`config.mk`:
```
export PLATFORM = sky130hd
export DESIGN_NAME = esdd_ram
export DESIGN_NICKNAME = d
export VERILOG_FILES = /design/src/rtl/esdd_ram.sv
export SDC_FILE = /design/constraint.sdc
export NUM_CORES = 2
export LEC_CHECK = 0
export BUFFER_PORTS_ARGS = -buffer_cell sky130_fd_sc_hd__buf_2
export CAP_MARGIN = 20
export CORE_MARGIN = 4
export CORE_UTILIZATION = 40
export CTS_CLUSTER_DIAMETER = 40
export CTS_CLUSTER_SIZE = 10
export DETAILED_ROUTE_END_ITERATION = 10
export GPL_TIMING_DRIVEN = 1
export PLACE_DENSITY = 0.65
export SETUP_SLACK_MARGIN = 0.4
export SKIP_LAST_GASP = 1
export SYNTH_ARGS = -nofsm -noshare
export SYNTH_HDL_FRONTEND = slang
export SYNTH_SLANG_ARGS = --single-unit
```
`constraint.sdc`:
```
create_clock -name clk_i -period 11.1 [get_ports clk_i]
set_clock_uncertainty 0.15 [all_clocks]
set_input_delay 2.775 -clock clk_i [delete_from_list [all_inputs] [get_ports clk_i]]
set_output_delay 2.775 -clock clk_i [all_outputs]
set_load 0.05 [all_outputs]
```
`src/rtl/esdd_ram.sv`:
```
`timescale 1ns / 1ps
`default_nettype none
// ----------------------------------------------------------------------------
// esdd_ram
// Single-port synchronous RAM with registered read data.
// ----------------------------------------------------------------------------
module esdd_ram #(
  parameter int WIDTH = 16,
  parameter int DEPTH = 256
) (
  input  wire logic                     clk_i,
  input  wire logic                     en_i,
  input  wire logic                     we_i,
  input  wire logic [$clog2(DEPTH)-1:0] addr_i,
  input  wire logic [WIDTH-1:0]         wdata_i,
  output logic      [WIDTH-1:0]         rdata_o
);

  logic [WIDTH-1:0] mem_q [DEPTH];
  logic [WIDTH-1:0] rdata_q;

  always_ff @(posedge clk_i) begin
    if (en_i) begin
      if (we_i) begin
        mem_q[addr_i] <= wdata_i;
      end else begin
        rdata_q <= mem_q[addr_i];
      end
    end
  end

  assign rdata_o = rdata_q;

endmodule

`default_nettype wire

```
==> Word-level counts from Yosys, hierarchy flattened <==
Memories as Yosys holds them, arrays and structs flattened. A register that Yosys moved wholly into a read port is not among the register bits.
Index checks and enable logic that the tools add are counted.
{ "totals": {"reg_bits": 0, "wordCells": 6, "ramBits": 4096, "n_memories": 1, "in_bits": 27} }
{ "mem_list": {"columns": ["memory", "depth", "width", "rd", "rd_clocked_by_memory_dff", "wr", "line_no", "source"], "rows": [
  ["mem_q", 256, 16, 1, 1, 1, "19", "logic [WIDTH-1:0] mem_q [DEPTH];"]
]} }
{ "classes": {"bitwise_logic": 1, "n_reduce_logical": 1, "n_mux": 3} }
{ "ops": {"columns": ["op", "count"], "rows": [
  ["$mux W1", 3],
  ["$reduce_and A2 Y1", 1],
  ["$not A1 Y1", 1]
]} }

==> Logic depth before layout (Yosys ltp) <==
{ "depth": {"depth_word": 3, "mapped_depth": 8} }

==> Worst setup path after synthesis <==
Ideal clock, no wire load.
{ "synth_path": {"path_type": "input to register", "from": "in addr_i[1]", "to": "mem mem_q[114][0], enable pin", "cell_stages": 7, "n_path_buf": 4, "t_arrival_ps": 4969, "setup_slack_ps": 5593, "setup_time_ps": 388, "path_cell_list": "clkbuf_1 -> buf_2 -> buf_2 -> nor3b_1 -> nand2_1 -> clkbuf_1 -> nor2_1"} }
{ "synth_rtl": {"columns": ["element", "line_no", "source"], "rows": [
  ["start, declared", "14", "input wire logic [$clog2(DEPTH)-1:0] addr_i,"],
  ["end, declared", "19", null]
]} }
Straight into the memory's write port.

==> metrics.md <==
| Metric | Value |
|---|---|
| Outcome | `finished clean` |
| CTS Sinks | `4112` |
| Setup TNS | `0 ns` |
| Area grow syn2layout | `16.43%` |
| Synth top area share | `79.54%` |
| P_leak | `55.66 nW` |
| DRC Markers | `0` |
| First-pass GRT wire length | `568.0 mm` |
| Hold Crit Class | `register to register` |
| RePlAce Congestion | `0.8228` |
| Tmin final | `6.672 ns` |
| Share of cells above drive strength 1 | `29.81%` |
| Post-CTS Setup Inserts | `0` |
| Area after DPL | `164200 um^2` |
| Die Y | `631.0 um` |
| IO Port Bufs | `42` |
| Kind of critical path | `input pin to register` |
| Syn Area/Cell | `23.15 um^2` |
| Final worst path period share | `60.11%` |
| Fillcell total | `30.80k` |
| Core area | `386000 um^2` |
| Crit start category | `input pin` |
| Vias per inst | `5.896` |
| Worst relative slew slack | `21.50%` |
| Maximum clock path buffer count | `4` |
| Worst Path Arrival | `7.23 ns` |
| Endpoint class of the critical path | `register` |
| Largest net degree at the start of global routing | `153` |
| Setup repair after global routing missed its margin | `no` |
| Max-slew violations | `0` |
| Most common cell after layout, fill and taps aside | `edfxtp_1` |
| Max Freq | `149.9 MHz` |
| Cell area after synthesis | `155200 um^2` |
| Worst-path clk slew | `0.05 ns` |
| Hpwl dp | `225.0 mm` |
| Overflow after GRT | `0` |
| Die width | `631.0 um` |
| Post-Syn Nets | `6732` |
| Hold Violations, Final | `0` |
| Tot GR Track Use | `19.60%` |
| Worst hold slack | `0.8829 ns` |
| CTS Hold Bufs | `0` |
| Routed wire length | `396.6 mm` |
| Synth top area cells | `edfxtp_1 80%, mux4_2 15%, a22oi_1 2.5%` |
| Required time worst endpoint | `11.66 ns` |
| Synthesized flop and latch total | `4112` |
| Root Buffer Master | `clkbuf_16` |
| Initial Util | `40.22%` |
| Initial DRT Pass Iterations | `5` |
| IO Pins | `43` |
| Via count | `75.34k` |
| Clk_lat worst skew | `1.03 ns` |
| Max IR drop VDD | `151.2 uV` |
| Post-synthesis sequential area ratio | `79.54%` |
| Fin nets | `7318` |
| H-tree depth | `6` |
| Post-cts gate resize count | `0` |
| Commonest cells after routing, fill and taps aside | `4112 x edfxtp_1, 1024 x mux4_2, 551 x clkbuf_16, 512 x a22oi_1, 378 x buf_4` |
| Setup violations, final | `0` |
| Number of global-route vias before repair | `76.43k` |
| Post-synth top area cell | `edfxtp_1` |
| Routed WL per cell | `31.04 um` |
| # Max-Cap Violations | `0` |
| Yosys warns | `0` |
| Antenna Nets Post-Route | `0` |
| Synthesized instance count | `6705` |
| Worst slew pin tran | `1.165 ns` |
| Iteration-0 DRC Markers | `9851` |
| Row cnt | `228` |
| TritonCTS Buffers | `539` |
| DIE AREA | `398100 um^2` |
| Synth unique cells | `20` |
| CP max FO | `80` |
| Final non-filler cell area | `180700 um^2` |
| PD cells | `190.9 nW/um^2` |
| Initial antenna violation count | `25` |
| CTS tree | `built` |
[registers in the layout (all words and copies together), names as in the netlist]
register	flops
mem_q	4096
rdata_o	16
[critical path, cell delays in order]
cell and delay [ns]:
buf_12 0.47, buf_4 0.71, buf_4 0.57, mux4_2 0.57, a22oi_1 0.35, a21oi_1 0.33
o41ai_2 0.96, nand4_1 0.24
[final timing paths]
check	startpoint	endpoint	slack, ns	cells after the start
setup / recovery	addr_i[0]	rdata_o[1]	4.43	8
hold / removal	mem_q[146][1]	rdata_o[1]	0.88	5
setup reg to reg	mem_q[63][7]	rdata_o[7]	7.80	5
hold reg to reg	mem_q[146][1]	rdata_o[1]	0.88	5
[metal layers]
layer  vias to the layer above  share of wire, %  track usage (%)
met2                      4130                48            31.14
met4                         6               3.2            6.193
li1                      30110                 -                -
met3                       657               9.8            4.441
met5                         -             0.010                0
met1                     40430                39            27.06
[cells in the mapped netlist, drive strengths merged]
master  instances
edfxtp       4112
buf           144
o41ai          64
mux4         1024
a22oi         512
and4            1
a21oi         256
nor3            1
nor2b           7
nand2          30
or2             1
clkbuf        268
nor2          259
nand2b          2
and2            2
nand3           4
nand4          16
nor3b           2
[cells by family (layout without fill, tap and decap cells)]
kind of cell    Yosys count  in the layout  synth area share, %
flops                  4112           4112                79.54
mux                    1024           1024                14.86
compound gates          832            832                3.662
buf+inv                 412           1284                1.096
simple gates            325            325               0.8431
other cells               0             26                    0
[cell type report]
cell class / count / area, um^2 / share of cell area (%)
diodes: 26 / 65.06 / 0.03600
clock inverters: 204 / 2282 / 1.263
well taps: 5175 / 6475 / 3.583
multi-input cells: 2181 / 30520 / 16.88
repair buffers: 457 / 3864 / 2.138
clock buffers: 623 / 14060 / 7.778
flip-flops and latches: 4112 / 123500 / 68.32
[per-stage QoR]
| stage | cells | power (mW) | util [%] | setup WS (ns) |
|---|---|---|---|---|
| after floorplan | 6705 | 18.16 | - | 5.593 |
| after global placement | 11890 | 18.80 | 42.45 | 2.623 |
| after detailed placement | 11920 | 18.84 | 42.55 | 3.350 |
| after CTS | 12750 | 34.72 | 46.78 | 4.419 |
| after global routing | 12770 | 35.50 | 46.82 | 4.023 |
| final | 12780 | 34.50 | 46.83 | 4.428 |
[power by group]
part / switching [mW] / leakage (nW) / internal, mW
clock: 6.34 / 7.92 / 9.63
sequential: 0.0136 / 37.0 / 17.1
combinational: 0.921 / 10.8 / 0.465
Power figures use the tool's default switching activity.
