$ cat src/rtl/esdd_pkg.sv
`timescale 1ns / 1ps
`default_nettype none
// ----------------------------------------------------------------------------
// esdd_pkg
// Shared types and constants for the EBCDIC SO/SI mixed-byte decoder.
// ----------------------------------------------------------------------------
package esdd_pkg;

  localparam int SINGLE_DEPTH = 256;
  localparam int PAIR_DEPTH   = 65536;
  localparam int SINGLE_AW    = $clog2(SINGLE_DEPTH);
  localparam int PAIR_AW      = $clog2(PAIR_DEPTH);

  localparam logic [7:0]  BYTE_SO   = 8'h0E;
  localparam logic [7:0]  BYTE_SI   = 8'h0F;
  localparam logic [15:0] NO_MAP    = 16'hFFFD;
  localparam logic [7:0]  HOST_LO   = 8'h41;
  localparam logic [7:0]  HOST_HI   = 8'hFE;
  localparam logic [7:0]  HOST_PAD  = 8'h40;

  localparam logic [7:0]  TRAIL_MIN_RST = 8'h40;
  localparam logic [7:0]  TRAIL_MAX_RST = 8'hFE;
  localparam logic [15:0] REPL_RST      = 16'hFFFD;

  localparam logic [1:0]  LEN_NONE = 2'd0;
  localparam logic [1:0]  LEN_ONE  = 2'd1;
  localparam logic [1:0]  LEN_TWO  = 2'd2;

  typedef enum logic [1:0] {
    CMD_DECODE   = 2'd0,
    CMD_WR_SINGLE = 2'd1,
    CMD_WR_PAIR  = 2'd2,
    CMD_END      = 2'd3
  } cmd_e;

  typedef enum logic [1:0] {
    ST_CHAR       = 2'd0,
    ST_MALFORMED  = 2'd1,
    ST_UNMAPPABLE = 2'd2,
    ST_INCOMPLETE = 2'd3
  } status_e;

  typedef enum logic [1:0] {
    CFG_TRAIL_MIN = 2'd0,
    CFG_TRAIL_MAX = 2'd1,
    CFG_REPL      = 2'd2,
    CFG_SUBST     = 2'd3
  } cfg_idx_e;

  // What the lookup stage has to do with the request in flight
  typedef enum logic [1:0] {
    OP_NONE   = 2'd0,
    OP_SINGLE = 2'd1,
    OP_PAIR   = 2'd2,
    OP_ERR    = 2'd3
  } op_e;

  typedef struct packed {
    logic [7:0]  trail_min;
    logic [7:0]  trail_max;
    logic [15:0] repl;
    logic        subst;
  } cfg_t;

  typedef struct packed {
    logic       valid;
    op_e        op;
    status_e    status;
    logic [1:0] len;
    logic       pair_ok;
    logic       host;
  } lkp_t;

  typedef struct packed {
    logic [15:0] char_code;
    status_e     status;
    logic [1:0]  error_length;
  } res_t;

endpackage

`default_nettype wire

$ cat src/rtl/esdd_back.sv
`timescale 1ns / 1ps
`default_nettype none
// ----------------------------------------------------------------------------
// esdd_back
// Table data check, error/replacement selection and two-entry output queue.
// ----------------------------------------------------------------------------
module esdd_back (
  input  wire logic           clk_i,
  input  wire logic           rst_ni,
  input  wire esdd_pkg::lkp_t lkp_i,
  input  wire logic [15:0]    sgl_rdata_i,
  input  wire logic [15:0]    pair_rdata_i,
  input  wire esdd_pkg::cfg_t cfg_i,
  input  wire logic           out_ready_i,
  output logic                out_valid_o,
  output esdd_pkg::res_t      out_o,
  output logic                in_ready_o
);

  logic [15:0]       code;
  logic              err;
  esdd_pkg::status_e err_st;
  logic [1:0]        err_len;
  esdd_pkg::res_t    res;

  esdd_pkg::res_t fifo_q [2];
  logic           wptr_q, rptr_q;
  logic [1:0]     cnt_q, cnt_d;
  logic           push, pop;
  logic [1:0]     occ;

  always_comb begin
    code    = sgl_rdata_i;
    err     = 1'b0;
    err_st  = esdd_pkg::ST_CHAR;
    err_len = esdd_pkg::LEN_NONE;
    case (lkp_i.op)
      esdd_pkg::OP_SINGLE: begin
        code    = sgl_rdata_i;
        err     = sgl_rdata_i == esdd_pkg::NO_MAP;
        err_st  = esdd_pkg::ST_UNMAPPABLE;
        err_len = esdd_pkg::LEN_ONE;
      end
      esdd_pkg::OP_PAIR: begin
        // out-of-range trail reads as NO_MAP: unmappable for a host pair, else malformed
        code    = lkp_i.pair_ok ? pair_rdata_i : esdd_pkg::NO_MAP;
        err     = code == esdd_pkg::NO_MAP;
        err_st  = lkp_i.host ? esdd_pkg::ST_UNMAPPABLE : esdd_pkg::ST_MALFORMED;
        err_len = esdd_pkg::LEN_TWO;
      end
      esdd_pkg::OP_ERR: begin
        err     = 1'b1;
        err_st  = lkp_i.status;
        err_len = lkp_i.len;
      end
      default: ;
    endcase

    res.char_code    = code;
    res.status       = esdd_pkg::ST_CHAR;
    res.error_length = esdd_pkg::LEN_NONE;
    if (err) begin
      if (cfg_i.subst) begin
        res.char_code = cfg_i.repl;
      end else begin
        res.char_code    = '0;
        res.status       = err_st;
        res.error_length = err_len;
      end
    end
  end

  // Slots are reserved at accept time, so a push always finds room
  assign push        = lkp_i.valid;
  assign out_valid_o = cnt_q != 2'd0;
  assign pop         = out_valid_o && out_ready_i;
  assign out_o       = fifo_q[rptr_q];
  assign occ         = cnt_q + {1'b0, lkp_i.valid};
  assign in_ready_o  = (occ < 2'd2) || pop;

  always_comb begin
    cnt_d = cnt_q;
    case ({push, pop})
      2'b10:   cnt_d = cnt_q + 2'd1;
      2'b01:   cnt_d = cnt_q - 2'd1;
      default: cnt_d = cnt_q;
    endcase
  end

  always_ff @(posedge clk_i or negedge rst_ni) begin
    if (!rst_ni) begin
      cnt_q  <= '0;
      wptr_q <= 1'b0;
      rptr_q <= 1'b0;
    end else begin
      cnt_q <= cnt_d;
      if (push) begin
        wptr_q <= ~wptr_q;
      end
      if (pop) begin
        rptr_q <= ~rptr_q;
      end
    end
  end

  always_ff @(posedge clk_i) begin
    if (push) begin
      fifo_q[wptr_q] <= res;
    end
  end

endmodule

`default_nettype wire

$ cat config.mk
export PLATFORM = sky130hd
export DESIGN_NAME = esdd_back
export DESIGN_NICKNAME = d
export VERILOG_FILES = /design/src/rtl/esdd_pkg.sv /design/src/rtl/esdd_back.sv
export SDC_FILE = /design/constraint.sdc
export NUM_CORES = 1
export LEC_CHECK = 0
export BUFFER_PORTS_ARGS = -buffer_cell sky130_fd_sc_hd__clkbuf_2
export CELL_PAD_IN_SITES_DETAIL_PLACEMENT = 1
export CELL_PAD_IN_SITES_GLOBAL_PLACEMENT = 1
export CORE_ASPECT_RATIO = 2
export CORE_MARGIN = 5
export CORE_UTILIZATION = 38
export DETAILED_ROUTE_END_ITERATION = 6
export PLACE_DENSITY = 0.89
export SYNTH_ARGS = -nofsm -noshare
export SYNTH_HDL_FRONTEND = slang
export SYNTH_SLANG_ARGS = --single-unit
$ cat constraint.sdc
create_clock -name clk_i -period 2.3 [get_ports clk_i]
set_input_delay 0 -clock clk_i [delete_from_list [all_inputs] [get_ports clk_i]]
set_output_delay 0 -clock clk_i [all_outputs]
set_load 0.01 [all_outputs]
* Word-level counts from Yosys, hierarchy flattened
Memories as Yosys holds them, arrays and structs flattened. Index checks and enable logic that the tools add are counted. W data, S select, Z words.
Cells by class: add/subtract/negate cells 3, magnitude comparators 1, equal/unequal tests 7, multiplexer cells 12, bitwise logic cells 2, reductions and logical operators 4
Operator list (count):
- $mux W16 | 3
- $eq A16 B16 Y1 const B | 2
- $mux W20 | 1
- $pmux W2 S3 | 2
- $eq A2 B2 Y1 const B | 3
- $eq A2 B1 Y1 const B | 2
- $mux W4 | 1
- $pmux W2 S2 | 1
- $reduce_bool A2 Y1 | 2
- $pmux W1 S3 | 1
- $add A2 B1 Y2 | 1
- $add A2 B1 Y2 const B | 1
- $lt A2 B2 Y1 const B | 1
- $mux W1 | 2
- $mux W2 | 1
- $not A1 Y1 | 2
- $sub A2 B1 Y2 const B | 1
- $logic_and A1 B1 Y1 | 1
- $logic_or A1 B1 Y1 | 1
Storage, ports and cells: register bits 4, memory bits (writable) 40, input bits 77, output and inout port bits 22, memories 1
Memories:
- fifo_q | depth 2, bits a word 20, rd ports 1, clocked after Yosys merged registers in 0, wr ports 1, line esdd_back.sv:26 | esdd_pkg::res_t fifo_q [2];

* Depth between registers and ports, before layout
Gate-level depths: netlist (run 1).
depth in word-level cells 4, depth in mapped cells 8, gate-level depth less buffers 6

* Worst setup path before layout (run 1)
Ideal clock, no wire load.
path kind register to register, from register wptr_q, to memory fifo_q[0][0] in the netlist's numbering (enable), library setup time 397 ps, data arrival time 1248 ps, path slack 655 ps, cell stages (with the launch flop) 2, path buffers 0, path through dfrtp_1 nor2_1
RTL lines:
- from (decl) | line esdd_back.sv:27 | logic wptr_q, rptr_q;
- from (signal assigned) | line esdd_back.sv:98 | wptr_q <= ~wptr_q;
- to (decl) | line esdd_back.sv:26
No word-level cell before the write port.

==> flow_summary.yaml, run 1 <==
run_status:
  status: "complete, no violations"
logic_synthesis:
  async_flop_share_pct: 9.09
  yosysSeqAreaShare_pct: 46.4
  synth_xor_area_share_pct: 1.88
  yosys_register_bits: 44
  yosysWarnings: 0
  synth_mux_area_share_pct: 8.04
  synth-compound-area-share_pct: 16.7
  synth-simple-area-share_pct: 20.8
  yosysUniqueCellTypes: 38
  synth_top_family_by_area: "simple AND/OR/NAND/NOR gates"
  synth_nets: 351
  yosysTopAreaCell: "edfxtp_1"
  avgSynthCellArea_um2: 10.4
  yosysTopAreaCellShare_pct: 42.9
  synth-edff-count: 40
  synthTopCellsByArea: "edfxtp_1 (43%), mux2_2 (8.0%), nand4_1 (7.8%)"
  synth_area_um2: 2800
  synthAdderAreaFrac_pct: 1.79
  syn_inst: 270
  synth_ff_type: "edfxtp_1"
global_routing:
  grt.total_usage_pct: 17.1
  grt_pass1_vias: 2709
  grt_max_degree: 37
  grt_pass1_wl_um: 12900
  antenna_found_initial: 0
  overflow: 0
clocking:
  clk_pin_slew_ns: 0.06
  numCtsBuffers: 5
  cts_tree: "built"
  clkLatencyLatePin_ns: 0.28
  clk_path_buf_depth: 2
  post_cts_buffers: 0
  htree_levels: 2
  numClockSinks: 44
  cts-root-buf: "clkbuf_16"
min_path:
  hold_class: "in -> async"
final_layout:
  nFillCells: 842
  layout-drive-gt1-share_pct: 37.6
  final_common_cell: "clkbuf_2"
  areaGrowthSynthToFinish_pct: 24.5
  nNetsFinal: 428
  layout_common_cells: "clkbuf_2 (82), edfxtp_1 (40), nand4_1 (35)"
  diodes: 0
sta:
  rsz0062_at_grt: "false"
  setup_violations: 0
  slew_headroom_pct: 49.6
  fmax_mhz: 606
  fin_crit_sh_pct: 71.7
  final.setup_skew_ns: 0.00725
  fin_crit_ns: 1.65
  worstMarginPinSlew_ns: 0.756
  finalHoldViolCount: 0
  slew_violations: 0
  setup_tns_ns: 0
detailed_routing:
  drc_errors: 0
  avgRoutedWirePerCell_um: 17.8
  viasPerCell: 5.68
  postRouteAntennaNets: 0
  drtIter0Drc: 49
  vias: 2499
  first_pass_iters: 4
  wirelength_um: 7840
critical_path:
  startpoint_type: "input port"
  r2r_end: "cnt_q[1]"
  reg2reg_slack_ns: 0.66
  crit_path_start: "sgl_rdata_i[14]"
  worstReg2RegStart: "cnt_q[0]"
  crit_end: "fifo_q[1][12]"
  crit_path_end_kind: "flip-flop"
  worstSetupPathType: "in -> reg"
  worstPathRequired_ns: 2.29
  arrival_ns: 1.64
  worstRegToRegCells: 5
  critical_path_peak_fanout: 26
die:
  io_pins: 99
  die_h_um: 131
  die_w_um: 70.7
  row_count: 44
  coreArea_um2: 7210
  dieArea_um2: 9290
  start_util_pct: 38.8
flow_run:
  maxCapViolations: 0
pwr:
  power_mw: 2.92
  leakagePower_nw: 1.44
  vdd_drop_max_mv: 0.316
  cellPowerDensity_nw_per_um2: 838
placed_design:
  hpwl_um: 6300
  io_buffers: 82
  place.gp.congestion: 0.762
final cells by class:
cell class,count,area (µm²),area share (%)
multi-input combinational,195,1380,39.6
sequential,44,1300,37.3
clock buffer,6,139,3.98
inverter,5,18.8,0.538
timing repair buffer,96,520,14.9
clock inverter,2,10.0,0.287
tap,92,115,3.30
kinds of logic (layout without fill, tap and decap cells):
logic type,count (synthesis),count (layout)
AO/OA/AOI/OAI,60,60
XOR/XNOR,6,6
adder cells (fa/ha/maj),4,4
buffers and inverters,31,109
flip-flops,44,44
multiplexers,20,20
AND/OR/NAND/NOR,105,105
critical path, cell delays in order:
cell and delay (ns):
clkbuf_2 0.10, nand4_1 0.20, o41ai_4 0.64, buf_4 0.38, a211o_1 0.17, nand4_1 0.13
registers in the layout, indices dropped and copies added, names as in the netlist:
signal and flops:
fifo_q 40, cnt_q 2, rptr_q 1, wptr_q 1
power breakdown:
group / total [mW] / leakage [nW] / internal [mW] / switching (mW)
clock network: 0.688 / 0.0766 / 0.427 / 0.261
logic: 1.07 / 0.948 / 0.490 / 0.577
registers: 1.17 / 0.420 / 1.10 / 0.0652
total: 2.92 / 1.44 / 2.02 / 0.903
layer usage:
metal,track usage [%],part of all wire [%],up-vias
li1,-,-,1207
met1,19.5,39,1205
met2,31.1,54,76
met3,1.45,3.9,11
met4,8.47,3.1,0
met5,0,0,-
per-stage QoR:
stage	utilization, %	cells	area, µm²	hold slack (ns)	setup WS, ns
6_report	48.4	440	3490	0.0546	0.650
5_1_grt	48.4	440	3490	0.0647	0.511
4_1_cts	48.4	440	3490	0.0426	0.639
3_5_place_dp	46.0	430	3320	-0.189	0.364
3_3_place_gp	46.0	430	3320	-0.191	0.429
2_1_floorplan	-	270	2800	-0.296	0.655
Yosys cell counts, drive strengths merged, types with 4 or more instances:
library cell and count:
o21bai 17, mux2 20, nand4 35, clkbuf 20, nand2 20, nor4 4, buf 6, o22ai 14
edfxtp 40, inv 5, nand3 15, nor2 18, a21oi 4, a211o 15, ha 4, dfrtp 4
how the worst min path moves through the flow:
stage | startpoint | to | slack, ns | depth (start not counted)
finish | rst_ni | rptr_q | 0.05 | 2
global route | rst_ni | rptr_q | 0.06 | 2
CTS | rst_ni | wptr_q | 0.04 | 2
detailed placement | rst_ni | wptr_q | -0.19 | 1
global placement | rst_ni | wptr_q | -0.19 | 1
floorplan | rst_ni | cnt_q[0] | -0.30 | 0
timing repair:
item,CTS,global route
resized for setup,0,0
hold buffers,2,0
endpoints found under the setup margin,0,0
hold endpoints to repair,5,0
No activity file was read; power rests on OpenSTA's default activity.
==> inputs of run 2 (changes only) <==
==> constraint.sdc (replaced) <==
create_clock -name clk_i -period 1.6 [get_ports clk_i]
set_input_delay 0 -clock clk_i [delete_from_list [all_inputs] [get_ports clk_i]]
set_output_delay 0 -clock clk_i [all_outputs]
set_load 0.01 [all_outputs]
==> run 2 against run 1 <==
  * Final area grew 4.3%
  * Global-route usage grew 0.66 points
  * Sequential share of layout area shrank 1.5 points
  * Die area is the same
  * Critical path depth shrank 1
  * Sequential power grew 41%
  * Critical path type is now reg -> reg
  * Critical endpoint is now cnt_q[1]
==> flow_summary.yaml, run 2 (synthesis results as in run 1) <==
run_status:
  status: "complete, no violations"
sta:
  final.setup.worst_slack_ns: 0.0594
  slew_violations: 0
  slew_headroom_pct: 58.9
  fin_crit_sh_pct: 96.3
  setup_tns_ns: 0
  setup_violations: 0
  final.setup_skew_ns: 0.00473
  finalHoldViolCount: 0
  rsz0062_at_grt: "false"
  fin_crit_ns: 1.54
  worstMarginPinSlew_ns: 0.617
  fin_hold_ws_ns: 0.0554
  fmax_mhz: 649
detailed_routing:
  vias: 2552
  avgRoutedWirePerCell_um: 17.6
  first_pass_iters: 4
  viasPerCell: 5.58
  postRouteAntennaNets: 0
  drtIter0Drc: 73
  drc_errors: 0
  wirelength_um: 8030
placed_design:
  placed_cell_area_um2: 3460
  dp_cells: 447
  place.gp.congestion: 0.801
  io_buffers: 82
  dp_slack_ns: -0.190
  hpwl_um: 6550
clocking:
  htree_levels: 2
  cts-root-buf: "clkbuf_16"
  clkLatencyLatePin_ns: 0.28
  clk_path_buf_depth: 2
  clk_pin_slew_ns: 0.06
  numClockSinks: 44
  cts_tree: "built"
  numCtsBuffers: 5
global_routing:
  grt_max_degree: 34
  grt.total_usage_pct: 17.8
  antenna_found_initial: 0
  grt_pass1_wl_um: 13400
  overflow: 0
  grt_pass1_vias: 2775
pwr:
  cellPowerDensity_nw_per_um2: 1180
  power_frac_clock_pct: 22.6
  p_seq_share_pct: 38.5
  power_mw: 4.29
  switchingPower_mw: 1.36
  p_sw_share_pct: 31.6
  leakagePower_nw: 1.52
  internal-power_mw: 2.93
  vdd_drop_max_mv: 0.573
  p_comb_share_pct: 38.9
min_path:
  hold_class: "in -> async"
final_layout:
  final_common_cell: "clkbuf_2"
  diodes: 0
  design_area_um2: 3640
  layout-drive-gt1-share_pct: 41.4
  layoutNonFillerInstCount: 457
  top_register: "fifo_q"
  nNetsFinal: 445
  largest_reg_flops: 40
  top_regs: "fifo_q: 40 flops, cnt_q: 2 flops"
  layout_common_cells: "clkbuf_2 (82), edfxtp_1 (40), nand4_1 (35)"
  areaGrowthSynthToFinish_pct: 29.8
  utilization_pct: 50.4
critical_path:
  worstSetupPathType: "reg -> reg"
  critical_path_peak_fanout: 2
  worstPathRequired_ns: 1.77
  crit_path_end_kind: "flip-flop"
  startpoint_type: "flip-flop"
  arrival_ns: 1.71
die:
  dieArea_um2: 9290
  die_h_um: 131
  io_pins: 99
  die_w_um: 70.7
  coreArea_um2: 7210
  row_count: 44
  start_util_pct: 38.8
flow_run:
  maxCapViolations: 0
## run 2: metal layers
layer	global-route usage, %	vias up	routed length (µm)	part of all wire (%)
met5	0	-	0	0
met4	7.95	0	194	2.4
met3	3.21	11	389	4.8
met2	32.4	88	4500	56
met1	19.4	1217	2940	37
li1	-	1236	-	-
## run 2: worst max-delay path, cell delays in order (launching register included)
cell     delay, ns
dfrtp_1       0.38
or2_2         0.31
and2_1        0.20
ha_2          0.36
nor2_2        0.05
xor2_1        0.13
## run 2: timing repair
item | CTS | global route
setup endpoints to repair | 0 | 3
gates resized for setup | 0 | 4
endpoints found under the hold margin | 5 | 0
setup buffers | 0 | 0
hold buffers | 2 | 0
## run 2: power groups by stage
| stage | Combinational, mW | Sequential, mW | Clock [mW] |
|---|---|---|---|
| floorplan | 0.990 | 1.67 | 0 |
| global placement | 1.60 | 1.66 | 0 |
| detailed placement | 1.66 | 1.68 | 0 |
| CTS | 1.67 | 1.66 | 0.995 |
| global route | 1.83 | 1.68 | 1.05 |
| finish | 1.67 | 1.65 | 0.968 |
## run 2: path summary, 6_finish.rpt
kind | slack [ns] | endpoint | cells past startpoint | startpoint
hold reg to reg | 0.52 | wptr_q | 1 | wptr_q
min in group clk_i | 0.10 | rptr_q | 3 | out_ready_i
hold / removal | 0.06 | cnt_q[0] | 2 | rst_ni
setup reg to reg | 0.06 | cnt_q[1] | 5 | cnt_q[1]
max in group asynchronous | 1.42 | cnt_q[1] | 2 | rst_ni
setup / recovery | 0.06 | cnt_q[1] | 5 | cnt_q[1]
## run 2: cell type report
| cell class | instances | area, µm² |
|---|---|---|
| multi-input combinational | 195 | 1400 |
| fill | 836 | 3570 |
| clock buffer | 5 | 125 |
| tap | 92 | 115 |
| inverter | 5 | 18.8 |
| timing repair buffer | 113 | 661 |
| clock inverter | 3 | 18.8 |
| sequential | 44 | 1300 |
