==> src/rtl/esdd_pkg.sv <==
`timescale 1ns / 1ps
`default_nettype none
// ----------------------------------------------------------------------------
// esdd_pkg
// Shared types and constants for the EBCDIC SO/SI mixed-byte decoder.
// ----------------------------------------------------------------------------
package esdd_pkg;

  localparam int SINGLE_DEPTH = 256;
  localparam int PAIR_DEPTH   = 65536;
  localparam int SINGLE_AW    = $clog2(SINGLE_DEPTH);
  localparam int PAIR_AW      = $clog2(PAIR_DEPTH);

  localparam logic [7:0]  BYTE_SO   = 8'h0E;
  localparam logic [7:0]  BYTE_SI   = 8'h0F;
  localparam logic [15:0] NO_MAP    = 16'hFFFD;
  localparam logic [7:0]  HOST_LO   = 8'h41;
  localparam logic [7:0]  HOST_HI   = 8'hFE;
  localparam logic [7:0]  HOST_PAD  = 8'h40;

  localparam logic [7:0]  TRAIL_MIN_RST = 8'h40;
  localparam logic [7:0]  TRAIL_MAX_RST = 8'hFE;
  localparam logic [15:0] REPL_RST      = 16'hFFFD;

  localparam logic [1:0]  LEN_NONE = 2'd0;
  localparam logic [1:0]  LEN_ONE  = 2'd1;
  localparam logic [1:0]  LEN_TWO  = 2'd2;

  typedef enum logic [1:0] {
    CMD_DECODE   = 2'd0,
    CMD_WR_SINGLE = 2'd1,
    CMD_WR_PAIR  = 2'd2,
    CMD_END      = 2'd3
  } cmd_e;

  typedef enum logic [1:0] {
    ST_CHAR       = 2'd0,
    ST_MALFORMED  = 2'd1,
    ST_UNMAPPABLE = 2'd2,
    ST_INCOMPLETE = 2'd3
  } status_e;

  typedef enum logic [1:0] {
    CFG_TRAIL_MIN = 2'd0,
    CFG_TRAIL_MAX = 2'd1,
    CFG_REPL      = 2'd2,
    CFG_SUBST     = 2'd3
  } cfg_idx_e;

  // What the lookup stage has to do with the request in flight
  typedef enum logic [1:0] {
    OP_NONE   = 2'd0,
    OP_SINGLE = 2'd1,
    OP_PAIR   = 2'd2,
    OP_ERR    = 2'd3
  } op_e;

  typedef struct packed {
    logic [7:0]  trail_min;
    logic [7:0]  trail_max;
    logic [15:0] repl;
    logic        subst;
  } cfg_t;

  typedef struct packed {
    logic       valid;
    op_e        op;
    status_e    status;
    logic [1:0] len;
    logic       pair_ok;
    logic       host;
  } lkp_t;

  typedef struct packed {
    logic [15:0] char_code;
    status_e     status;
    logic [1:0]  error_length;
  } res_t;

endpackage

`default_nettype wire

==> src/rtl/esdd_front.sv <==
`timescale 1ns / 1ps
`default_nettype none
// ----------------------------------------------------------------------------
// esdd_front
// Shift state tracking, request decode and table access issue.
// ----------------------------------------------------------------------------
module esdd_front (
  input  wire logic                        clk_i,
  input  wire logic                        rst_ni,
  input  wire logic                        accept_i,
  input  wire esdd_pkg::cmd_e              cmd_i,
  input  wire logic [7:0]                  byte_i,
  input  wire logic [15:0]                 index_i,
  input  wire logic [15:0]                 value_i,
  input  wire esdd_pkg::cfg_t              cfg_i,
  output logic                             sgl_en_o,
  output logic                             sgl_we_o,
  output logic [esdd_pkg::SINGLE_AW-1:0]   sgl_addr_o,
  output logic                             pair_en_o,
  output logic                             pair_we_o,
  output logic [esdd_pkg::PAIR_AW-1:0]     pair_addr_o,
  output logic [15:0]                      wdata_o,
  output esdd_pkg::lkp_t                   lkp_o
);

  logic          shift_q, shift_d;
  logic          pend_q, pend_d;
  logic [7:0]    lead_q, lead_d;
  esdd_pkg::lkp_t lkp_q, lkp_d;

  logic [15:0] pidx;
  logic        pidx_in;
  logic        trail_in;
  logic        host;

  assign pidx     = {lead_q, byte_i};
  assign pidx_in  = {1'b0, pidx} < 17'(esdd_pkg::PAIR_DEPTH);
  assign trail_in = (byte_i >= cfg_i.trail_min) && (byte_i <= cfg_i.trail_max);
  assign host = (lead_q >= esdd_pkg::HOST_LO && lead_q <= esdd_pkg::HOST_HI &&
                 byte_i >= esdd_pkg::HOST_LO && byte_i <= esdd_pkg::HOST_HI) ||
                (lead_q == esdd_pkg::HOST_PAD && byte_i == esdd_pkg::HOST_PAD);

  always_comb begin
    shift_d     = shift_q;
    pend_d      = pend_q;
    lead_d      = lead_q;
    lkp_d       = '0;
    lkp_d.op    = esdd_pkg::OP_NONE;
    lkp_d.status = esdd_pkg::ST_CHAR;
    sgl_en_o    = 1'b0;
    sgl_we_o    = 1'b0;
    pair_en_o   = 1'b0;
    pair_we_o   = 1'b0;
    sgl_addr_o  = byte_i;
    pair_addr_o = pidx[esdd_pkg::PAIR_AW-1:0];
    wdata_o     = value_i;

    unique case (cmd_i)
      esdd_pkg::CMD_WR_SINGLE: begin
        sgl_addr_o = index_i[esdd_pkg::SINGLE_AW-1:0];
        sgl_we_o   = index_i[15:esdd_pkg::SINGLE_AW] == '0;
        sgl_en_o   = sgl_we_o;
      end
      esdd_pkg::CMD_WR_PAIR: begin
        pair_addr_o = index_i[esdd_pkg::PAIR_AW-1:0];
        pair_we_o   = {1'b0, index_i} < 17'(esdd_pkg::PAIR_DEPTH);
        pair_en_o   = pair_we_o;
      end
      esdd_pkg::CMD_END: begin
        if (pend_q) begin
          lkp_d.op     = esdd_pkg::OP_ERR;
          lkp_d.status = esdd_pkg::ST_INCOMPLETE;
          lkp_d.len    = esdd_pkg::LEN_ONE;
        end
        shift_d = 1'b0;
        pend_d  = 1'b0;
      end
      esdd_pkg::CMD_DECODE: begin
        if (pend_q) begin
          // trail byte, shift codes included
          pend_d        = 1'b0;
          lkp_d.op      = esdd_pkg::OP_PAIR;
          lkp_d.pair_ok = trail_in && pidx_in;
          lkp_d.host    = host;
          pair_en_o     = trail_in && pidx_in;
        end else if (byte_i == esdd_pkg::BYTE_SO) begin
          if (shift_q) begin
            lkp_d.op     = esdd_pkg::OP_ERR;
            lkp_d.status = esdd_pkg::ST_MALFORMED;
            lkp_d.len    = esdd_pkg::LEN_ONE;
          end else begin
            shift_d = 1'b1;
          end
        end else if (byte_i == esdd_pkg::BYTE_SI) begin
          if (!shift_q) begin
            lkp_d.op     = esdd_pkg::OP_ERR;
            lkp_d.status = esdd_pkg::ST_MALFORMED;
            lkp_d.len    = esdd_pkg::LEN_ONE;
          end else begin
            shift_d = 1'b0;
          end
        end else if (!shift_q) begin
          lkp_d.op = esdd_pkg::OP_SINGLE;
          sgl_en_o = 1'b1;
        end else begin
          lead_d = byte_i;
          pend_d = 1'b1;
        end
      end
      default: ;
    endcase

    lkp_d.valid = accept_i && (lkp_d.op != esdd_pkg::OP_NONE);

    if (!accept_i) begin
      shift_d   = shift_q;
      pend_d    = pend_q;
      lead_d    = lead_q;
      sgl_en_o  = 1'b0;
      sgl_we_o  = 1'b0;
      pair_en_o = 1'b0;
      pair_we_o = 1'b0;
    end
  end

  always_ff @(posedge clk_i or negedge rst_ni) begin
    if (!rst_ni) begin
      shift_q <= 1'b0;
      pend_q  <= 1'b0;
      lead_q  <= '0;
      lkp_q   <= '0;
    end else begin
      shift_q <= shift_d;
      pend_q  <= pend_d;
      lead_q  <= lead_d;
      lkp_q   <= lkp_d;
    end
  end

  assign lkp_o = lkp_q;

endmodule

`default_nettype wire

==> config.mk <==
export PLATFORM = sky130hd
export DESIGN_NAME = esdd_front
export DESIGN_NICKNAME = d
export VERILOG_FILES = /design/src/rtl/esdd_pkg.sv /design/src/rtl/esdd_front.sv
export SDC_FILE = /design/constraint.sdc
export NUM_CORES = 1
export LEC_CHECK = 0
export BUFFER_PORTS_ARGS = -buffer_cell sky130_fd_sc_hd__buf_2
export CELL_PAD_IN_SITES_DETAIL_PLACEMENT = 1
export CELL_PAD_IN_SITES_GLOBAL_PLACEMENT = 1
export CORE_MARGIN = 2
export CORE_UTILIZATION = 31
export DETAILED_ROUTE_END_ITERATION = 10
export GPL_TIMING_DRIVEN = 0
export PLACE_DENSITY = 0.85
export SKIP_CTS_REPAIR_TIMING = 1
export SYNTH_ARGS = -nofsm -noshare
export SYNTH_HDL_FRONTEND = slang
export SYNTH_SLANG_ARGS = --single-unit
==> constraint.sdc <==
create_clock -name clk_i -period 4.48 [get_ports clk_i]
set_clock_uncertainty 0.1 [all_clocks]
set_input_delay 0 -clock clk_i [delete_from_list [all_inputs] [get_ports clk_i]]
set_output_delay 0 -clock clk_i [all_outputs]
set_load 0.005 [all_outputs]
Word level (Yosys, flattened, before mapping)
Index checks and enable logic that the tools add are counted.
W data, S select, Z words.
- register bits after elaboration: 19
- output and inout port bits: 53
- logic and storage cells: 77
- $lt $le $gt $ge: 6
- equal/unequal tests: 9
- muxes and demuxes: 36
- bitwise gates (word level): 3
- reductions and logical operators: 14
- operator list (cell ; count):
    $mux W6 ; 4
    $mux W1 ; 19
    $eq A8 B4 Y1 const B ; 2
    $eq A8 B7 Y1 const B ; 2
    $ge A8 B7 Y1 const B ; 2
    $le A8 B8 Y1 const B ; 2
    $mux W16 ; 1
    $pmux W6 S2 ; 1
    $ge A8 B8 Y1 ; 1
    $le A8 B8 Y1 ; 1
    $logic_not A8 Y1 ; 1
    $mux W2 ; 4
    $mux W4 ; 2
    $mux W8 ; 1
    $pmux W1 S2 ; 4
    $logic_and A1 B1 Y1 ; 6
    $reduce_and A6 Y1 ; 1
    $eq A2 B2 Y1 const B ; 2
    $reduce_and A4 Y1 ; 1
    $reduce_bool A2 Y1 ; 2
    $ne A3 B3 Y1 const B ; 1
    $not A1 Y1 ; 3
    $eq A2 B1 Y1 const B ; 1
    $logic_not A2 Y1 ; 1
    3 further kinds ; 3

Longest topological paths before layout
Gate-level depths: netlist (run 1).
- depth in word-level cells: 7
- gate-level depth with buffers: 6
- mapped depth without buffers: 6

Worst setup path before layout (run 1)
OpenSTA, ideal clock, no wires.
- path kind: register to register
- start: reg pend_q
- end: reg lead_q[0]
- data arrival time: 1.314 ns
- required time: 4.255 ns
- setup slack: 2.941 ns
- cell stages (with the launch flop): 5
- path buffers: 0
- clock period less this slack: 1.539 ns
- path through: dfrtp_1 -> and2b_1 -> nand3_2 -> nor2_8 -> mux2_4
- longest elaborated chain between the ends: 2
- RTL lines (item ; line ; RTL):
    from (decl) ; esdd_front.sv:27 ; logic pend_q, pend_d;
    from (signal assigned) ; esdd_front.sv:134 ; pend_q <= pend_d;
    $not A1 Y1 (no line) ; -- ;
    $reduce_and A6 Y1 (no line) ; -- ;
    to (signal assigned) ; esdd_front.sv:135 ; lead_q <= lead_d;
    to (decl) ; esdd_front.sv:28 ; logic [7:0] lead_q, lead_d;
No other way between the ends.
A chain may end at the register's enable or synchronous reset.

Worst setup path after layout (run 1)
- start: in byte_i[0]
- end: out pair_en_o
- longest elaborated chain between the ends: 5
- elaborated cells on any way between the ends: 6
- those cells by class: order compare: 2; mux: 3; reduce/logical: 1
- RTL lines (item ; line ; RTL):
    from (decl) ; esdd_front.sv:12 ; input wire logic [7:0] byte_i,
    $ge A8 B8 Y1 or $le A8 B8 Y1 (tied branches) ; esdd_front.sv:38 ; assign trail_in = (byte_i >= cfg_i.trail_min) && (byte_i <= cfg_i.trail_max);
    $logic_and A1 B1 Y1 (*) ; esdd_front.sv:38 ;
    $mux W1 (*) ; esdd_front.sv:79 ; if (pend_q) begin
    $pmux W1 S2 (*) ; esdd_front.sv:58 ; unique case (cmd_i)
    $mux W1 (*) ; esdd_front.sv:115 ; if (!accept_i) begin
    to (decl) ; esdd_front.sv:19 ; output logic pair_en_o,
Mark *: on every way between the ends. The rest lies on a longest branch, timed or not.

==> flow_summary.toml, run 1 <==
[run_status]
outcome = "finished with violations"
violations = "negative hold slack"

[setup_path]
r2r_slack_ps = 2790
startpoint_type = "primary input"
r2r_end = "lead_q[0]$_DFFE_PN0P_"
worstSetupEndpoint = "pair_en_o"
worstRegToRegCells = 4
rr_startpoint = "pend_q$_DFFE_PN0P_"
startpoint = "byte_i[0]"
crit_arrival_ps = 2190
crit_fanout = 6
crit_path_end_kind = "primary output"
critPathRequiredTime_ps = 4380
criticalPathCategory = "primary input to primary output"

[detailed_routing]
wl_per_cell_um = 14.53
postRouteWirelength_um = 5317
antenna_left = 0
drc = 0
viasPerCell = 4.896
via_count = 1792
drt_iter0_markers = 79
dr.pass1.iters = 4

[timing]
hold_slack_ps = -15.62
fin_crit_sh_pct = 51.06
setup_viol = 0
worst_pin_slew_ps = 685.7
min_period_ps = 2287
rsz0062_at_grt = "no"
setup-tns-final_ps = 0
relSlewSlack_pct = 54.29
fin_ws_ps = 2193
hold_viol = 1
clock.fmax_mhz = 437.2
slew_violations = 0

[global_route]
grt_use_met1_pct = 18.84
busiest_layer = "met2"
grt_pass1_vias = 1820
grt_antenna_before_repair = 0
use_met2_pct = 30.92
grt_use_met3_pct = 2.022
grt_overflow_total = 0
grt_max_degree = 18
grt.total_usage_pct = 16.30
grt_pass1_wl_um = 8300

[placed_design]
place.detailed.hpwl_um = 4446
gp_congestion = 0.8060
post-place-ws_ps = 2604
io_buffers = 96

[power]
leakage_nw = 1.312
power_density_mw_per_mm2 = 221.5
vdd_drop_max_mv = 0.1313

[synth]
yosysUniqueCellTypes = 47
yosys_warnings = 0
synthFlopType = "dfrtp_1"
syn_area_mm2 = 0.001797
synth_cells = 192
yosys_register_bits = 17
syn_area_per_cell_um2 = 9.358
async_flop_share_pct = 100.0
ys_seq_area_share_pct = 23.68
syn-num-nets = 290
synth_edf_count = 0

[floorplan]
initial_core_util_pct = 32.43
die-width_um = 80.13
dieArea_mm2 = 0.006421
rows = 27
core_area_mm2 = 0.005540
die_y_um = 80.13
num_io_pins = 131

[final_layout]
area_growth_pct = 35.38
drive_above_1_share_pct = 52.04
fillCellCount = 698
diodes = 0
nets = 393
regArea_um2 = 425.4
multi_input_area_mm2 = 0.001141

[min_path]
min_path_type = "primary input to register"
min-delay-start = "accept_i"

[clocking]
cts_max_level = 1
cts_tree = "built"
cts_sinks = 17
clockRootBuffer = "clkbuf_8"
clk_path_buf_depth = 2
cts_buffers = 3
insertion_delay_ps = 240
clk_pin_slew_ps = 60

[job]
drv_cap = 0
## per-layer routing
layer  up-vias  wire [µm]
li1        880          -
met4         0         36
met5         -          0
met3         2        278
met1       844       2260
met2        66       2741
## sequential cells by signal, summed over array words and instances (netlist names)
register  count
shift_q       1
lkp_o         7
lead_q        8
pend_q        1
## cells in the mapped netlist (2+ instances only)
| cell | instances | area, µm² |
|---|---|---|
| inv_1 | 21 | 78.83 |
| nand4_1 | 6 | 37.54 |
| ha_1 | 20 | 250.2 |
| dfrtp_1 | 17 | 425.4 |
| buf_4 | 18 | 135.1 |
| o211ai_1 | 2 | 15.01 |
| o21bai_1 | 2 | 15.01 |
| nor2_1 | 9 | 33.78 |
| clkbuf_1 | 2 | 7.510 |
| nand2_1 | 8 | 30.03 |
| nor4_1 | 4 | 25.02 |
| nand2b_1 | 2 | 12.51 |
| a21o_1 | 2 | 15.01 |
| a21oi_1 | 7 | 35.03 |
| mux2_2 | 22 | 247.7 |
| a311oi_1 | 3 | 26.28 |
| nor2b_1 | 2 | 12.51 |
| nand3_1 | 3 | 15.01 |
| and3_1 | 3 | 18.77 |
| or4_1 | 2 | 15.01 |
| mux2_4 | 7 | 105.1 |
| o21ai_0 | 5 | 25.02 |
## through the flow
| step | hold slack [ps] | util [%] | cell area [µm²] | cells | total power [mW] |
|---|---|---|---|---|---|
| finish | -15.62 | 43.90 | 2432 | 366 | 0.5388 |
| global route | 1.463 | 43.90 | 2432 | 366 | 0.5820 |
| CTS | -425.7 | 43.54 | 2412 | 364 | 0.5453 |
| detailed placement | -157.6 | 42.73 | 2367 | 360 | 0.4322 |
| global placement | -160.8 | 42.73 | 2367 | 360 | 0.4227 |
| floorplan | -395.6 | - | 1797 | 192 | 0.3309 |
## power breakdown
| group | internal [mW] | switching, mW |
|---|---|---|
| logic | 0.128 | 0.0923 |
| clock network | 0.0629 | 0.0477 |
| registers | 0.178 | 0.0290 |
| total | 0.370 | 0.169 |
## area by class of cell
class                      instances  area share [%]
inverter                          21           3.241
multi-input combinational        132           46.91
clock buffer                       4           1.852
tap                               72           3.704
sequential                        17           17.49
buffer                            22           6.224
timing repair buffer              98           20.58
## logic make-up after synthesis
| group | synth area share [%] |
|---|---|
| muxes | 19.64 |
| buffers and inverters | 12.81 |
| DFF | 23.68 |
| adders and majority gates | 13.93 |
| xor gates and xnor gates | 0.4876 |
| other | 0.2087 |
| AOI/OAI and AO/OA | 11.56 |
| and+or+nand+nor | 17.69 |
## how the worst min path moves through the flow
stage	depth (start not counted)	end
2_1_floorplan	0	lead_q[0]$_DFFE_PN0P_
3_3_place_gp	1	pend_q$_DFFE_PN0P_
3_5_place_dp	1	pend_q$_DFFE_PN0P_
5_1_grt	3	shift_q$_DFFE_PN0P_
6_report	3	shift_q$_DFFE_PN0P_
4_1_cts	1	lead_q[0]$_DFFE_PN0P_
## layout by cell type (no fill, tap or decap), types with 3 or more instances in the layout
cell type / netlist / layout
a21oi_1: 7 / 7
nand2_1: 8 / 8
dfrtp_1: 17 / 17
and3_1: 3 / 3
nor4_1: 4 / 4
mux2_4: 7 / 7
clkbuf_8: 0 / 3
clkbuf_1: 2 / 3
ha_1: 20 / 20
nand4_1: 6 / 6
mux2_2: 22 / 22
inv_1: 21 / 21
a311oi_1: 3 / 3
buf_2: 1 / 97
nand3_1: 3 / 3
o21ai_0: 5 / 5
nor2_1: 9 / 9
buf_4: 18 / 18
## worst max-delay path, stage by stage
cell and delay, ps:
dlygate4sd3_1 550, buf_2 170, inv_1 160, ha_1 170, and4b_1 180, a211oi_1 250
o211ai_1 170, a311oi_1 360, buf_2 180
(Power assumes the default switching activity.)
==> run 2: changes to the inputs <==
CORE_UTILIZATION = 28   (was 31)
PLACE_DENSITY = 0.77   (was 0.85)
clock period = 2.4 ns   (was 4.48 ns; I/O delays follow)
==> run 2 against run 1 <==
Against the previous run:
- the run now ends clean
- sequential power grew 88%
- global-route usage down 0.76 points
- count of clock-buffer cells in the layout stayed put
- largest power group unchanged
- highest routed layer unchanged
==> flow_summary.toml, run 2 (synthesis results as in run 1) <==
[timing]
fin_crit_sh_pct = 79.43
setup-tns-final_ps = 0
slew_violations = 0
hold_viol = 0
fin_ws_ps = 493.8
clock.fmax_mhz = 524.6
worst_pin_slew_ps = 603.7
relSlewSlack_pct = 59.75
rsz0062_at_grt = "no"
min_period_ps = 1906
hold_slack_ps = 8.846
setup_viol = 0

[final_layout]
most-common-layout-cells = "97 x buf_2, 22 x mux2_2, 21 x inv_1"
regMostFlops = "lead_q"
layout_commonest_cell = "buf_2"
drive_above_1_share_pct = 51.69
largest_register_ffs = 8
nets = 395
diodes = 0
regArea_um2 = 425.4
multi_input_area_mm2 = 0.001141
fillCellCount = 785
stdcell_count = 373
area_growth_pct = 36.84

[clocking]
cts_tree = "built"
clk_pin_slew_ps = 70
cts_buffers = 3
insertion_delay_ps = 260
clockRootBuffer = "clkbuf_8"
cts_max_level = 1
cts_sinks = 17
clk_path_buf_depth = 2

[min_path]
min_path_type = "primary input to register"

[setup_path]
cpPeakStageDelay_ps = 570
critPathRequiredTime_ps = 2450
crit_path_end_kind = "register"
criticalPathCategory = "register to register"
slowest_stage = "dlygate4sd3_1"
crit_arrival_ps = 1950
crit_chain = "and2b_1, nand3_1, a21oi_1, o32ai_1, dlygate4sd3_1"
startpoint_type = "register"
crit_fanout = 6
r2r_slack_ps = 490

[detailed_routing]
dr.pass1.iters = 4
antenna_left = 0
routed-wl-met2_um = 2781
drc = 0
met3WireLength_um = 299
drt_iter0_markers = 59
wl_per_cell_um = 14.91
via_count = 1822
viasPerCell = 4.885
wl_met1_um = 2401
highest_layer = "met4"
postRouteWirelength_um = 5561

[run_status]
outcome = "finished, final reports clean"

[floorplan]
num_io_pins = 131
rows = 29
core_area_mm2 = 0.006277
die_y_um = 84.11
die-width_um = 84.11
dieArea_mm2 = 0.007074
initial_core_util_pct = 28.62

[job]
drv_cap = 0

[placed_design]
gp_congestion = 0.8079
placed_cells = 365
post-place-ws_ps = 543.1
place.detailed.hpwl_um = 4560
io_buffers = 96

[power]
leakage_nw = 1.323
finalPower_mw = 1.031
vdd_drop_max_mv = 0.2249
power_density_mw_per_mm2 = 419.2

[global_route]
grt_overflow_total = 0
grt_pass1_wl_um = 8956
grt_antenna_before_repair = 0
grt.total_usage_pct = 15.55
grt_pass1_vias = 1881
grt_max_degree = 18
run 2: cell types whose count changed in the layout (fill, tap and decap cells not counted):
| cell | delta |
|---|---|
| dlygate4sd3_1 | +2 |
run 2: path summary, 6_finish.rpt:
kind	from	to	cells past startpoint
hold reg to reg	lead_q[2]$_DFFE_PN0P_	lead_q[2]$_DFFE_PN0P_	1
setup reg to reg	pend_q$_DFFE_PN0P_	shift_q$_DFFE_PN0P_	5
setup / recovery	pend_q$_DFFE_PN0P_	shift_q$_DFFE_PN0P_	5
max in group asynchronous	rst_ni	lead_q[1]$_DFFE_PN0P_	2
min in group asynchronous	rst_ni	lead_q[2]$_DFFE_PN0P_	2
hold / removal	byte_i[2]	lead_q[2]$_DFFE_PN0P_	2
run 2: area by class of cell:
type,instances,area share [%]
Sequential cell,17,17.30
Clock buffer,4,1.832
Inverter,21,3.206
Buffer,22,6.158
Timing Repair Buffer,100,21.17
Tap cell,77,3.919
Multi-Input combinational cell,132,46.41
run 2: worst max-delay path, delay by kind of cell (launching register included):
| kind | cells | cell delay (ps) |
|---|---|---|
| and+or+nand+nor | 2 | 460 |
| buffers and inverters | 1 | 570 |
| AOI/OAI and AO/OA | 2 | 240 |
| DFF | 1 | 440 |
run 2: per-layer routing:
metal	GRT usage, %	vias to the layer above
li1	-	878
met1	19.35	866
met2	27.85	73
met5	0	-
met4	5.572	0
met3	1.385	5
run 2: where the power goes:
part	total, mW	leakage, nW	switching (mW)	internal [mW]
logic	0.417	1.08	0.177	0.241
clock network	0.223	0.0228	0.104	0.118
registers	0.390	0.224	0.0576	0.333
total	1.03	1.32	0.339	0.692
run 2: stage by stage:
step	util, %	instance area [µm²]
4_1_cts	38.53	2419
2_1_floorplan	-	1797
3_3_place_gp	37.81	2374
3_5_place_dp	37.81	2374
5_1_grt	39.17	2459
6_report	39.17	2459
